## config.mk

```make
export PLATFORM = sky130hd
export DESIGN_NAME = inocache_cell
export DESIGN_NICKNAME = d
export VERILOG_FILES = /design/src/sv/refcounted_inode_cache_table_assert.svh /design/src/sv/inocache_pkg.sv /design/src/sv/inocache_cell.sv
export SDC_FILE = /design/constraint.sdc
export NUM_CORES = 1
export LEC_CHECK = 0
export ABC_CLOCK_PERIOD_IN_PS = 4650
export BUFFER_PORTS_ARGS = -buffer_cell sky130_fd_sc_hd__buf_2
export CAP_MARGIN = 10
export CELL_PAD_IN_SITES_DETAIL_PLACEMENT = 0
export CELL_PAD_IN_SITES_GLOBAL_PLACEMENT = 1
export CORE_MARGIN = 5
export CORE_UTILIZATION = 39
export DETAILED_ROUTE_END_ITERATION = 10
export GPL_TIMING_DRIVEN = 0
export HOLD_SLACK_MARGIN = 0.05
export PLACE_DENSITY = 0.85
export SKIP_CTS_REPAIR_TIMING = 1
export SLEW_MARGIN = 10
export SYNTH_ARGS = -nofsm -noshare
export SYNTH_HDL_FRONTEND = slang
export SYNTH_SLANG_ARGS = --single-unit
```

## constraint.sdc

```tcl
create_clock -name clk -period 4.65 [get_ports clk]
set_input_delay 0.465 -clock clk [delete_from_list [all_inputs] [get_ports clk]]
set_output_delay 0.465 -clock clk [all_outputs]
set_load 0.01 [all_outputs]
```

## src/sv/refcounted_inode_cache_table_assert.svh

```systemverilog
// ----------------------------------------------------------------------------
// Inode cache assertion macros
// Shared concurrent check forms for the inode cache table.
// ----------------------------------------------------------------------------
`ifndef REFCOUNTED_INODE_CACHE_TABLE_ASSERT_SVH
`define REFCOUNTED_INODE_CACHE_TABLE_ASSERT_SVH

// Same-cycle implication.
`define INOCACHE_ASSERT_IMP(lbl, clk_s, rst_s, ante, cons) \
  lbl: assert property (@(posedge clk_s) disable iff (rst_s) (ante) |-> (cons)) \
    else $error("inode cache check failed");

// Next-cycle implication.
`define INOCACHE_ASSERT_NEXT(lbl, clk_s, rst_s, ante, cons) \
  lbl: assert property (@(posedge clk_s) disable iff (rst_s) (ante) |=> (cons)) \
    else $error("inode cache check failed");

`endif

```

## src/sv/inocache_pkg.sv

```systemverilog
// ----------------------------------------------------------------------------
// Inode cache package
// Shared types, codes and constants of the inode cache table.
// ----------------------------------------------------------------------------
package inocache_pkg;

  localparam int ENTRIES_DEF      = 64;
  localparam int INODE_BITS_DEF   = 24;
  localparam int INODES_PER_BLOCK = 8;
  localparam int OFF_W            = $clog2(INODES_PER_BLOCK);
  localparam int START_W          = 24;
  localparam int BLOCK_W          = 25;
  localparam logic [7:0] COUNT_MAX = 8'hFF;

  typedef enum logic {
    CMD_ACQUIRE = 1'b0,
    CMD_RELEASE = 1'b1
  } cmd_e;

  typedef enum logic [1:0] {
    STS_OK       = 2'd0,
    STS_NO_FREE  = 2'd1,
    STS_NOT_HELD = 2'd2,
    STS_OVERFLOW = 2'd3
  } status_e;

  typedef struct packed {
    cmd_e        command;
    logic [7:0]  device;
    logic [23:0] inode_number;
    logic [5:0]  release_slot;
    logic        modified;
  } in_item_t;

  typedef struct packed {
    logic [5:0]         slot;
    logic               hit;
    logic               load_needed;
    logic               writeback_needed;
    logic [BLOCK_W-1:0] disk_block;
    logic [OFF_W-1:0]   block_offset;
    status_e            status;
  } out_item_t;

  // Broadcast control from the sequencer to every cell.
  typedef struct packed {
    logic scan;
    logic commit;
    cmd_e cmd;
    logic modified;
    logic any_hit;
  } cell_ctl_t;

  // Per-cell report back to the result logic.
  typedef struct packed {
    logic       pick_hit;
    logic       pick_free;
    logic       addressed;
    logic       dirty;
    logic [7:0] count;
  } cell_stat_t;

endpackage

```

## src/sv/inocache_cell.sv

```systemverilog
// ----------------------------------------------------------------------------
// Inode cache cell
// One table entry: tag compare, free test, priority link and count update.
// ----------------------------------------------------------------------------
module inocache_cell #(
  parameter int INDEX      = 0,
  parameter int INODE_BITS = inocache_pkg::INODE_BITS_DEF
) (
  input  logic                    clk,
  input  logic                    rst,
  input  inocache_pkg::cell_ctl_t ctl,
  input  logic [7:0]              device,
  input  logic [INODE_BITS-1:0]   inode,
  input  logic [5:0]              release_slot,
  input  logic                    hit_seen_in,
  input  logic                    free_seen_in,
  output logic                    hit_seen_out,
  output logic                    free_seen_out,
  output inocache_pkg::cell_stat_t stat,
  output logic [INODE_BITS-1:0]   entry_ino
);

  logic [7:0]            entry_device;
  logic [INODE_BITS-1:0] entry_inode;
  logic [7:0]            refcount;
  logic                  dirty;
  logic                  match_q;
  logic                  free_q;
  logic                  addr_q;
  logic                  pick_hit;
  logic                  pick_free;

  // Priority links: a cell wins only if no lower cell already claimed.
  assign pick_hit      = match_q && !hit_seen_in;
  assign pick_free     = free_q && !free_seen_in;
  assign hit_seen_out  = hit_seen_in || match_q;
  assign free_seen_out = free_seen_in || free_q;

  always_ff @(posedge clk) begin
    if (rst) begin
      entry_device <= '0;
      entry_inode  <= '0;
      refcount     <= '0;
      dirty        <= 1'b0;
      match_q      <= 1'b0;
      free_q       <= 1'b0;
      addr_q       <= 1'b0;
    end else begin
      if (ctl.scan) begin
        match_q <= (entry_inode != '0) && (entry_device == device) && (entry_inode == inode);
        free_q  <= (refcount == '0);
        addr_q  <= (32'(release_slot) == 32'(INDEX));
      end
      if (ctl.commit) begin
        if (ctl.cmd == inocache_pkg::CMD_ACQUIRE) begin
          if (pick_hit) begin
            if (refcount != inocache_pkg::COUNT_MAX) begin
              refcount <= refcount + 8'd1;
            end
          end else if (pick_free && !ctl.any_hit) begin
            refcount     <= 8'd1;
            entry_device <= device;
            entry_inode  <= inode;
            dirty        <= 1'b0;
          end
        end else if (addr_q && (refcount != '0)) begin
          refcount <= refcount - 8'd1;
          // Drop the mark once the last reference goes and writeback is issued.
          if ((refcount == 8'd1) && (dirty || ctl.modified)) begin
            dirty <= 1'b0;
          end else if (ctl.modified) begin
            dirty <= 1'b1;
          end
        end
      end
    end
  end

  assign stat.pick_hit  = pick_hit;
  assign stat.pick_free = pick_free;
  assign stat.addressed = addr_q;
  assign stat.dirty     = dirty;
  assign stat.count     = refcount;
  assign entry_ino      = entry_inode;

endmodule

```

Yosys cells after proc, flatten, opt, wreduce, memory -nomap -nowiden --
Cells that the tools add are included.
Storage, ports and cells: flip-flop bits (word level) 44, bits in latches 0, RAM bits 0, ROM bits 0, output and inout port bits 38, word-level logic and storage cells 52, memories 0
Cells by class: $add $sub $neg 2, multiply operators 0, div/mod/pow operators 0, magnitude comparators 0, eq/ne operators 8, shifts and indexed selects 0, muxes and demuxes 11, bitwise gates (word level) 2, reduce and logical (&&, ||, !) cells 22
Operator list (count):
- 8-bit two-way mux | 5
- 24-bit == test | 1
- 24-bit nonzero test | 1
- 8-bit by 1-bit adder with 8-bit output, second input constant | 1
- 8-bit by 1-bit == test with 1-bit output, second input constant | 1
- 8-bit == test | 1
- 8-bit logical NOT | 1
- 8-bit != test, second input constant | 1
- 4-bit AND reduction | 2
- 8-bit nonzero test | 1
- 8-bit by 1-bit subtractor with 8-bit output, second input constant | 1
- 1-bit logical AND | 7
- 6-bit logical NOT | 1
- 1-bit two-way mux | 6
- 3-bit by 2-bit != test with 1-bit output, second input constant | 2
- 5-bit AND reduction | 1
- 1-bit logical NOT | 3
- 1-bit logical OR | 3
- 3-bit nonzero test | 1
- 2-bit by 1-bit != test with 1-bit output, second input constant | 1
- 2-bit != test, second input constant | 1
- 1-bit NOT | 2
- 2-bit nonzero test | 1

Longest topological paths before layout --
Gate-level depths: netlist of the first run.
depth in word-level cells 6, gate-level depth with buffers 8, depth with buffers taken out 6

Least setup slack after synthesis of the first run --
No wires, ideal clock.
path kind reg-to-reg, start register refcount[0], end register refcount[4], setup time 0.091 ns, arrival 1.658 ns, setup slack 2.901 ns, cell stages (with the launch flop) 8, path buffers 1, period minus slack after synthesis 1.749 ns, path through dfxtp_1 > clkbuf_1 > inv_1 > ha_1 > a31oi_4 > o22a_2 > a31oi_1 > a311oi_1
Between the ends: word-level cells in the longest chain between the ends 4, elaborated cells on any way between the ends 12
RTL lines:
- start, declared | line inocache_cell.sv:25 | logic [7:0] refcount;
- start signal, assigned | line inocache_cell.sv:58 | refcount <= refcount + 8'd1;
- start signal, assigned | line inocache_cell.sv:67 | refcount <= refcount - 8'd1;
- 8-bit by 1-bit adder with 8-bit output or 8-bit nonzero test (tied branches) | line inocache_cell.sv:58, inocache_cell.sv:66
- 8-bit two-way mux or 1-bit logical AND (tied branches) | line inocache_cell.sv:57, inocache_cell.sv:66
- 8-bit two-way mux or 2-bit by 1-bit != test with 1-bit output (tied branches)
- 8-bit two-way mux or 4-bit AND reduction (tied branches)
Several ways; a longest one is shown, not always the timed one. The select of a mux whose other input is x is not followed. A chain may end at the register's enable or synchronous reset.

Final worst setup path of the first run --
start register refcount[0], end register refcount[2]
Same word-level chain as after synthesis.

==> flow_summary.yaml, run 1 <==
status:
  outcome: "completed"
worst_setup_path:
  cp.required_ps: 4860
  max_stage_delay_ps: 400
  slowest_stage: "dfxtp_1"
  cp-start-kind: "flip-flop"
  crit_path_max_fanout: 8
  end_kind: "flip-flop"
  startpoint: "refcount[0]"
  r2r_start: "refcount[0]"
  cp.arrival_ps: 2220
  crit_chain: "clkbuf_1, inv_1, ha_1, a31oi_4, o22a_2, a31oi_1, a311oi_1"
  path_class: "reg -> reg"
power_and_ir_drop:
  vdd_drop_max_uv: 132
  seq_power_share_pct: 47.1
  pwr-share-comb_pct: 15.3
  clkPwrFrac_pct: 37.6
  power_switching_mw: 0.225
  power.internal_mw: 0.603
  powerDensity_nw_per_um2: 259
  sw_frac_of_total_pct: 27.2
  p_leak_nw: 1.29
sta:
  tightestPinTransition_ps: 563
  hold_violations: 0
  slew_headroom_pct: 62.3
  tns_ps: 0
  final-setup-viol-count: 0
  max_freq_mhz: 499
  period_share_pct: 43.1
  fin_crit_ps: 2000
  rsz0062_at_grt: "no"
  worst_clock_skew_ps: 9.28
  maxSlewViolCount: 0
synthesis:
  synth_top_flop_cell: "dfxtp_1"
  ys_ff_latch: 44
  syn_inst: 322
  synth_cell_types: 53
  ys_async_sr_fraction_pct: 0
  avgSynthCellArea_sq_um: 7.99
  synth_area_leader_cell: "dfxtp_1"
  seq_area_frac_synth_pct: 34.2
  syn_nets: 373
  yosysWarnings: 0
  synth_edf_count: 0
  yosysTopAreaCellShare_pct: 34.2
  ys_top_cells_by_area: "dfxtp_1, nand2_1, a21oi_1"
  mappedNetlistArea_sq_um: 2570
clocking:
  cts_max_level: 2
  path_clk_slew_ps: 100
  cts_tree: "built"
  cts_max_path_buffers: 2
  clk_latency_ps: 310
  root_buffer: "clkbuf_8"
  cts-buffers-inserted: 5
  cts.sinks: 44
final_layout:
  final_util_pct: 50.1
  area_growth_pct: 24.4
  antennaDiodeCount: 0
  nNetsFinal: 463
  fillers: 639
  drive_above_1_share_pct: 29.8
global_route:
  grt_pass1_vias: 2511
  grt_pass1_wl_microns: 11900
  antenna_found_initial: 0
  overflow: 0
  grt_use_total_pct: 17.3
  grt_max_degree: 16
floorplanning:
  io_pins: 85
  num_rows: 29
  core_area_sq_um: 6390
  die_x_microns: 91.2
  initial_utilization_pct: 40.3
  die_h_microns: 91.2
  die_area_sq_um: 8320
detailed_routing:
  vias_per_cell: 5.30
  drc: 0
  drt_iter0_drc: 102
  antenna_left: 0
  vias: 2598
  first_pass_iters: 4
  drt_wl_total_microns: 7370
  post_drt_wl_per_cell_microns: 15.0
placed_design:
  globalplace.congestion: 0.821
  portBuffers: 83
  dp_hpwl_microns: 5650
min_path:
  worstHoldStart: "rst"
  hp-class: "in -> reg"
flow_run:
  maxCapViolations: 0
[flip-flops by register name, indices dropped and copies added (netlist names)]
| signal | count |
|---|---|
| refcount | 8 |
| match_q | 1 |
| addr_q | 1 |
| entry_device | 8 |
| free_q | 1 |
| dirty | 1 |
| entry_ino | 24 |
[stage by stage]
stage	cells	instance area, sq um	hold slack (ps)	power [mW]	setup WS (ps)
detailed placement	482	3080	462	0.526	2660
finish	490	3200	368	0.828	2650
global placement	482	3080	455	0.525	2700
CTS	490	3200	360	0.835	2650
global route	490	3200	373	0.869	2460
floorplan	322	2570	448	0.474	2900
[routing by layer]
layer  track usage, %  routed length [microns]
met5                0                        0
met4             5.26                      109
met3             5.04                      578
met2             27.8                     3470
met1             22.4                     3210
[worst paths after layout]
check	slack, ps	cells past startpoint	end
min reg2reg	470	2	entry_device[1]
max reg2reg	2650	7	refcount[2]
min	370	2	refcount[7]
max	2650	7	refcount[2]
[cells by family (layout without fill, tap and decap cells)]
| group | after synthesis | in the layout | synth area share, % |
|---|---|---|---|
| AOI/OAI and AO/OA | 79 | 79 | 19.7 |
| buffers and inverters | 28 | 119 | 6.91 |
| DFF | 44 | 44 | 34.2 |
| muxes | 1 | 1 | 0.389 |
| adders and majority gates | 4 | 4 | 1.95 |
| xor gates and xnor gates | 32 | 32 | 10.9 |
| and+or+nand+nor | 134 | 134 | 25.9 |
[cells in the final DEF, fill, tap and decap left out, types with 10 or more instances in the layout]
cell type,Yosys,routed
a21oi_1,46,46
buf_2,4,87
dfxtp_1,44,44
nand2_1,74,74
nand4_1,10,10
nor2_1,10,10
nor4_1,10,10
xnor2_1,20,20
xor2_1,12,12
[cell usage after synthesis, types with 4 or more instances]
cell type	n
a21oi_1	46
buf_2	4
buf_4	6
buf_6	6
clkbuf_1	6
dfxtp_1	44
ha_1	4
inv_1	4
nand2_1	74
nand3_1	5
nand4_1	10
nor2_1	10
nor4_1	10
o21ai_0	6
xnor2_1	20
xor2_1	12
[power groups by stage]
stage	Clock (mW)	Sequential [mW]	Combinational, mW
after floorplan	0	0.400	0.0746
after global placement	0	0.398	0.126
after detailed placement	0	0.399	0.127
after CTS	0.318	0.390	0.127
after global routing	0.338	0.391	0.140
final	0.312	0.390	0.127
[critical path: cells and delay by family, from the launching register on]
kind | cells | cell delay (ps)
buffers and inverters | 2 | 420
DFF | 1 | 400
adders and majority gates | 1 | 270
AOI/OAI and AO/OA | 4 | 830
[cell type report]
type	count	area (sq um)	share of cell area [%]
well taps	77	96.3	3.01
clock inverters	3	46.3	1.45
plain buffers	24	163	5.08
repair buffers	83	415	13.0
clock buffers	5	68.8	2.15
flip-flops and latches	44	881	27.5
inverters	4	15.0	0.469
multi-input cells	250	1510	47.3
No activity file was read; power rests on OpenSTA's default activity.
==> inputs of run 2 (changes only) <==
--- a/config.mk
+++ b/config.mk
@@ -5,17 +5,17 @@
 export SDC_FILE = /design/constraint.sdc
 export NUM_CORES = 1
 export LEC_CHECK = 0
-export ABC_CLOCK_PERIOD_IN_PS = 4650
+export ABC_CLOCK_PERIOD_IN_PS = 1700
 export BUFFER_PORTS_ARGS = -buffer_cell sky130_fd_sc_hd__buf_2
 export CAP_MARGIN = 10
 export CELL_PAD_IN_SITES_DETAIL_PLACEMENT = 0
 export CELL_PAD_IN_SITES_GLOBAL_PLACEMENT = 1
 export CORE_MARGIN = 5
-export CORE_UTILIZATION = 39
+export CORE_UTILIZATION = 33
 export DETAILED_ROUTE_END_ITERATION = 10
 export GPL_TIMING_DRIVEN = 0
 export HOLD_SLACK_MARGIN = 0.05
-export PLACE_DENSITY = 0.85
+export PLACE_DENSITY = 0.77
 export SKIP_CTS_REPAIR_TIMING = 1
 export SLEW_MARGIN = 10
 export SYNTH_ARGS = -nofsm -noshare
==> constraint.sdc (replaced) <==
create_clock -name clk -period 1.7 [get_ports clk]
set_input_delay 0.17 -clock clk [delete_from_list [all_inputs] [get_ports clk]]
set_output_delay 0.17 -clock clk [all_outputs]
set_load 0.01 [all_outputs]
==> run 2 against run 1 <==
  * Final area rose by 4.8%
  * Core utilization fell by 6.3 points
  * Sequential share of layout area fell by 0.92 points
  * Non-clock buffer count is 4 higher
  * Combinational power rose to 3.0 times the previous value
  * Fmax grew 18%
  * Critical path depth is 1 lower
  * Power rose to 2.6 times the previous value
  * Hold slack got worse by 270 ps
==> flow_summary.yaml, run 2 (synthesis results as in run 1) <==
worst_setup_path:
  worstReg2RegEnd: "refcount[2]"
  cp-start-kind: "flip-flop"
  end_kind: "flip-flop"
  startpoint: "refcount[5]"
  crit_end: "refcount[2]"
  cp.required_ps: 1910
  ff2ff_setup_slack_ps: 7
  r2r_start: "refcount[5]"
  path_class: "reg -> reg"
  crit_path_max_fanout: 10
  r2r_cells: 6
  cp.arrival_ps: 1910
detailed_routing:
  vias_per_cell: 5.06
  drt_iter0_drc: 58
  first_pass_iters: 4
  drt_wl_total_microns: 7830
  antenna_left: 0
  vias: 2627
  post_drt_wl_per_cell_microns: 15.1
  drc: 0
final_layout:
  largest_register_ffs: 24
  nNetsFinal: 467
  final_common_cell: "buf_2"
  area_growth_pct: 30.3
  drive_above_1_share_pct: 35.3
  layout_common_cells: "buf_2, nand2_1, a21oi_1"
  antennaDiodeCount: 0
  fillers: 812
  final_cells: 519
  design_area_sq_um: 3350
power_and_ir_drop:
  vdd_drop_max_uv: 347
  p_leak_nw: 1.32
  powerDensity_nw_per_um2: 638
placed_design:
  placed_cell_area_sq_um: 3120
  portBuffers: 83
  dp_hpwl_microns: 5850
  globalplace.congestion: 0.877
  dp.cells: 507
floorplanning:
  core_area_sq_um: 7650
  initial_utilization_pct: 33.6
  die_h_microns: 98.3
  die_x_microns: 98.3
  io_pins: 85
  num_rows: 32
  die_area_sq_um: 9660
sta:
  hold_violations: 0
  maxSlewViolCount: 0
  period_share_pct: 99.6
  rsz0062_at_grt: "yes"
  slew_headroom_pct: 62.7
  final-setup-viol-count: 0
  fin_crit_ps: 1690
  tns_ps: 0
  worst_clock_skew_ps: 8.04
  tightestPinTransition_ps: 559
  max_freq_mhz: 591
  hold_ws_ps: 93.5
global_route:
  grt_use_total_pct: 15.8
  antenna_found_initial: 0
  grt_pass1_wl_microns: 12700
  overflow: 0
  grt_max_degree: 16
  grt_pass1_vias: 2614
clocking:
  clk_latency_ps: 310
  cts-buffers-inserted: 5
  root_buffer: "clkbuf_8"
  cts_max_path_buffers: 2
  path_clk_slew_ps: 90
  cts_tree: "built"
  cts.sinks: 44
  cts_max_level: 2
flow_run:
  maxCapViolations: 0
status:
  outcome: "completed"
min_path:
  hp-class: "in -> reg"
-- run 2: changes by cell type in the layout (fill, tap and decap cells not counted), moves of 3 or more --
cell / previous run / this run
buf_4: 6 / 10
dfxtp_2: 0 / 3
clkbuf_2: 0 / 3
ha_1: 4 / 1
dfxtp_1: 44 / 39
-- run 2: area by class of cell --
class                           instances  area, sq um  share of cell area [%]
Tap cell                              102          128                    3.81
Sequential cell                        44          892                    26.6
Clock buffer                            5         68.8                    2.05
Clock inverter                          3         21.3                   0.635
Buffer                                 23          166                    4.96
Inverter                                4         15.0                   0.448
Timing Repair Buffer                   88          453                    13.5
Multi-Input combinational cell        250         1610                    48.0
-- run 2: how the worst min path moves through the flow --
stage,startpoint,to,slack [ps],cells past startpoint
after global routing,rst,refcount[7],90,2
final,rst,refcount[2],90,2
after CTS,rst,refcount[7],90,2
after floorplan,device[0],entry_device[0],310,2
after global placement,rst,refcount[2],400,2
after detailed placement,rst,refcount[4],410,2
-- run 2: power breakdown --
group	switching (mW)	internal, mW	total (mW)	leakage (nW)
registers	0.0249	1.05	1.07	0.358
clock network	0.400	0.292	0.693	0.0445
logic	0.196	0.178	0.375	0.922
total	0.621	1.52	2.14	1.32
-- run 2: worst max-delay path: stages (launching register included) --
cell and delay, ps:
dfxtp_1 320, buf_6 140, nor3_4 330, a31oi_4 170, o22ai_4 310, nor2_4 90, a311oi_2 250
-- run 2: stage by stage --
stage | setup slack, ps | power, mW | util [%]
after global routing | -57.7 | 2.25 | 43.8
after floorplan | 8.88 | 1.30 | -
final | 7.46 | 2.14 | 43.8
after CTS | -176 | 2.14 | 41.9
after global placement | -107 | 1.44 | 40.8
after detailed placement | -154 | 1.44 | 40.8
-- run 2: per-layer routing --
layer	GRT usage, %	vias up	share of wire [%]
met5	0	-	0
li1	-	1312	-
met4	4.20	0	1.4
met2	27.7	74	50
met1	18.9	1230	42
met3	4.64	11	6.4
==> inputs of run 3 (changes only) <==
--- a/config.mk
+++ b/config.mk
@@ -10,7 +10,8 @@
 export CAP_MARGIN = 10
 export CELL_PAD_IN_SITES_DETAIL_PLACEMENT = 0
 export CELL_PAD_IN_SITES_GLOBAL_PLACEMENT = 1
-export CORE_MARGIN = 5
+export CORE_ASPECT_RATIO = 1.25
+export CORE_MARGIN = 2
 export CORE_UTILIZATION = 33
 export DETAILED_ROUTE_END_ITERATION = 10
 export GPL_TIMING_DRIVEN = 0
==> run 3 against run 2 <==
  * Sequential cell count unchanged
  * Final area increased by 0.60%
  * Power increased by 6.8%
  * Non-clock buffer count decreased by 1
  * Core utilization decreased by 0.053 points
  * Sequential power about the same
  * Setup slack improved by 60 ps
  * Fmax increased by 3.7%
  * Clock skew increased by 3.7 ps
  * Critical path type unchanged
  * Largest power group unchanged
==> flow_summary.yaml, run 3 (synthesis results as in run 1) <==
global_route:
  grt_use_total_pct: 17.5
  grt_pass1_vias: 2552
  antenna_found_initial: 0
  overflow: 0
  grt_max_degree: 15
  grt_pass1_wl_microns: 12100
worst_setup_path:
  end_kind: "flip-flop"
  cp.arrival_ps: 1860
  cp.required_ps: 1920
  cp-start-kind: "flip-flop"
  path_class: "reg -> reg"
  crit_path_max_fanout: 9
detailed_routing:
  drc: 0
  drt_iter0_drc: 95
  antenna_left: 0
  vias: 2620
  vias_per_cell: 5.13
  post_drt_wl_per_cell_microns: 14.8
  drt_wl_total_microns: 7560
  first_pass_iters: 4
final_layout:
  final_util_pct: 43.8
  drive_above_1_share_pct: 36.1
  design_area_sq_um: 3370
  largest_register_ffs: 24
  nNetsFinal: 466
  antennaDiodeCount: 0
  fillers: 807
  layout_common_cells: "buf_2, nand2_1, a21oi_1"
  final_common_cell: "buf_2"
  area_growth_pct: 31.1
sta:
  tns_ps: 0
  period_share_pct: 96.0
  max_freq_mhz: 612
  maxSlewViolCount: 0
  fin_crit_ps: 1630
  slew_headroom_pct: 63.3
  tightestPinTransition_ps: 548
  hold_violations: 0
  final-setup-viol-count: 0
  worst_clock_skew_ps: 11.8
  finalWorstSetupSlack_ps: 67.3
  rsz0062_at_grt: "yes"
power_and_ir_drop:
  p_leak_nw: 1.33
  p_total_mw: 2.29
  sw_frac_of_total_pct: 27.4
  pwr-share-comb_pct: 16.7
  seq_power_share_pct: 46.7
  vdd_drop_max_uv: 454
  power.internal_mw: 1.66
  powerDensity_nw_per_um2: 678
  clkPwrFrac_pct: 36.7
  power_switching_mw: 0.625
floorplanning:
  num_rows: 36
  io_pins: 85
  die_area_sq_um: 8520
  die_h_microns: 103
  initial_utilization_pct: 33.4
  die_x_microns: 83.0
  core_area_sq_um: 7700
clocking:
  cts_max_path_buffers: 2
  cts-buffers-inserted: 5
  clk_latency_ps: 300
  path_clk_slew_ps: 100
  cts.sinks: 44
  cts_tree: "built"
  cts_max_level: 2
  root_buffer: "clkbuf_8"
placed_design:
  pre_cts_ws_ps: -146
  dp_hpwl_microns: 5730
  globalplace.congestion: 0.903
  placed_cell_area_sq_um: 3110
  portBuffers: 83
status:
  outcome: "completed"
flow_run:
  maxCapViolations: 0
min_path:
  hp-class: "in -> reg"
[run 3: cell type report]
cell class / count / area [sq um] / share of cell area [%]
sequential: 44 / 898 / 26.6
inverter: 4 / 15.0 / 0.445
buffer: 22 / 163 / 4.82
clock inverter: 3 / 42.5 / 1.26
clock buffer: 5 / 68.8 / 2.04
timing repair buffer: 88 / 453 / 13.4
tap: 95 / 119 / 3.53
multi-input combinational: 250 / 1610 / 47.8
[run 3: final timing paths]
check / from / to / slack [ps] / cells past startpoint
worst max register to register: refcount[3] / refcount[2] / 70 / 6
worst min-delay path: rst / refcount[4] / 80 / 2
worst min register to register: entry_device[5] / entry_device[5] / 470 / 2
worst max-delay path: refcount[3] / refcount[2] / 70 / 6
[run 3: stage by stage]
step	std cells	hold WS (ps)
3_5_place_dp	500	396
5_1_grt	511	81.2
4_1_cts	508	61.9
2_1_floorplan	322	306
6_report	511	75.3
3_3_place_gp	500	397
[run 3: power by group through the flow]
stage	Combinational, mW	Clock (mW)	Sequential, mW
2_1_floorplan	0.204	0	1.09
3_3_place_gp	0.350	0	1.09
3_5_place_dp	0.352	0	1.09
4_1_cts	0.353	0.860	1.07
5_1_grt	0.418	0.892	1.07
6_report	0.381	0.838	1.07
[run 3: metal layers]
layer	GRT usage (%)	part of all wire (%)	up-vias
met5	0	0	-
met4	5.55	1.6	0
met3	4.08	6.2	12
met2	32.5	51	94
met1	20.1	41	1203
li1	-	-	1311
[run 3: worst max-delay path: stages, from the launching register on]
cell and delay [ps]:
dfxtp_2 330, buf_6 140, nor3_4 260, a31oi_4 150
o22ai_4 330, nor2_4 90, a311oi_2 250
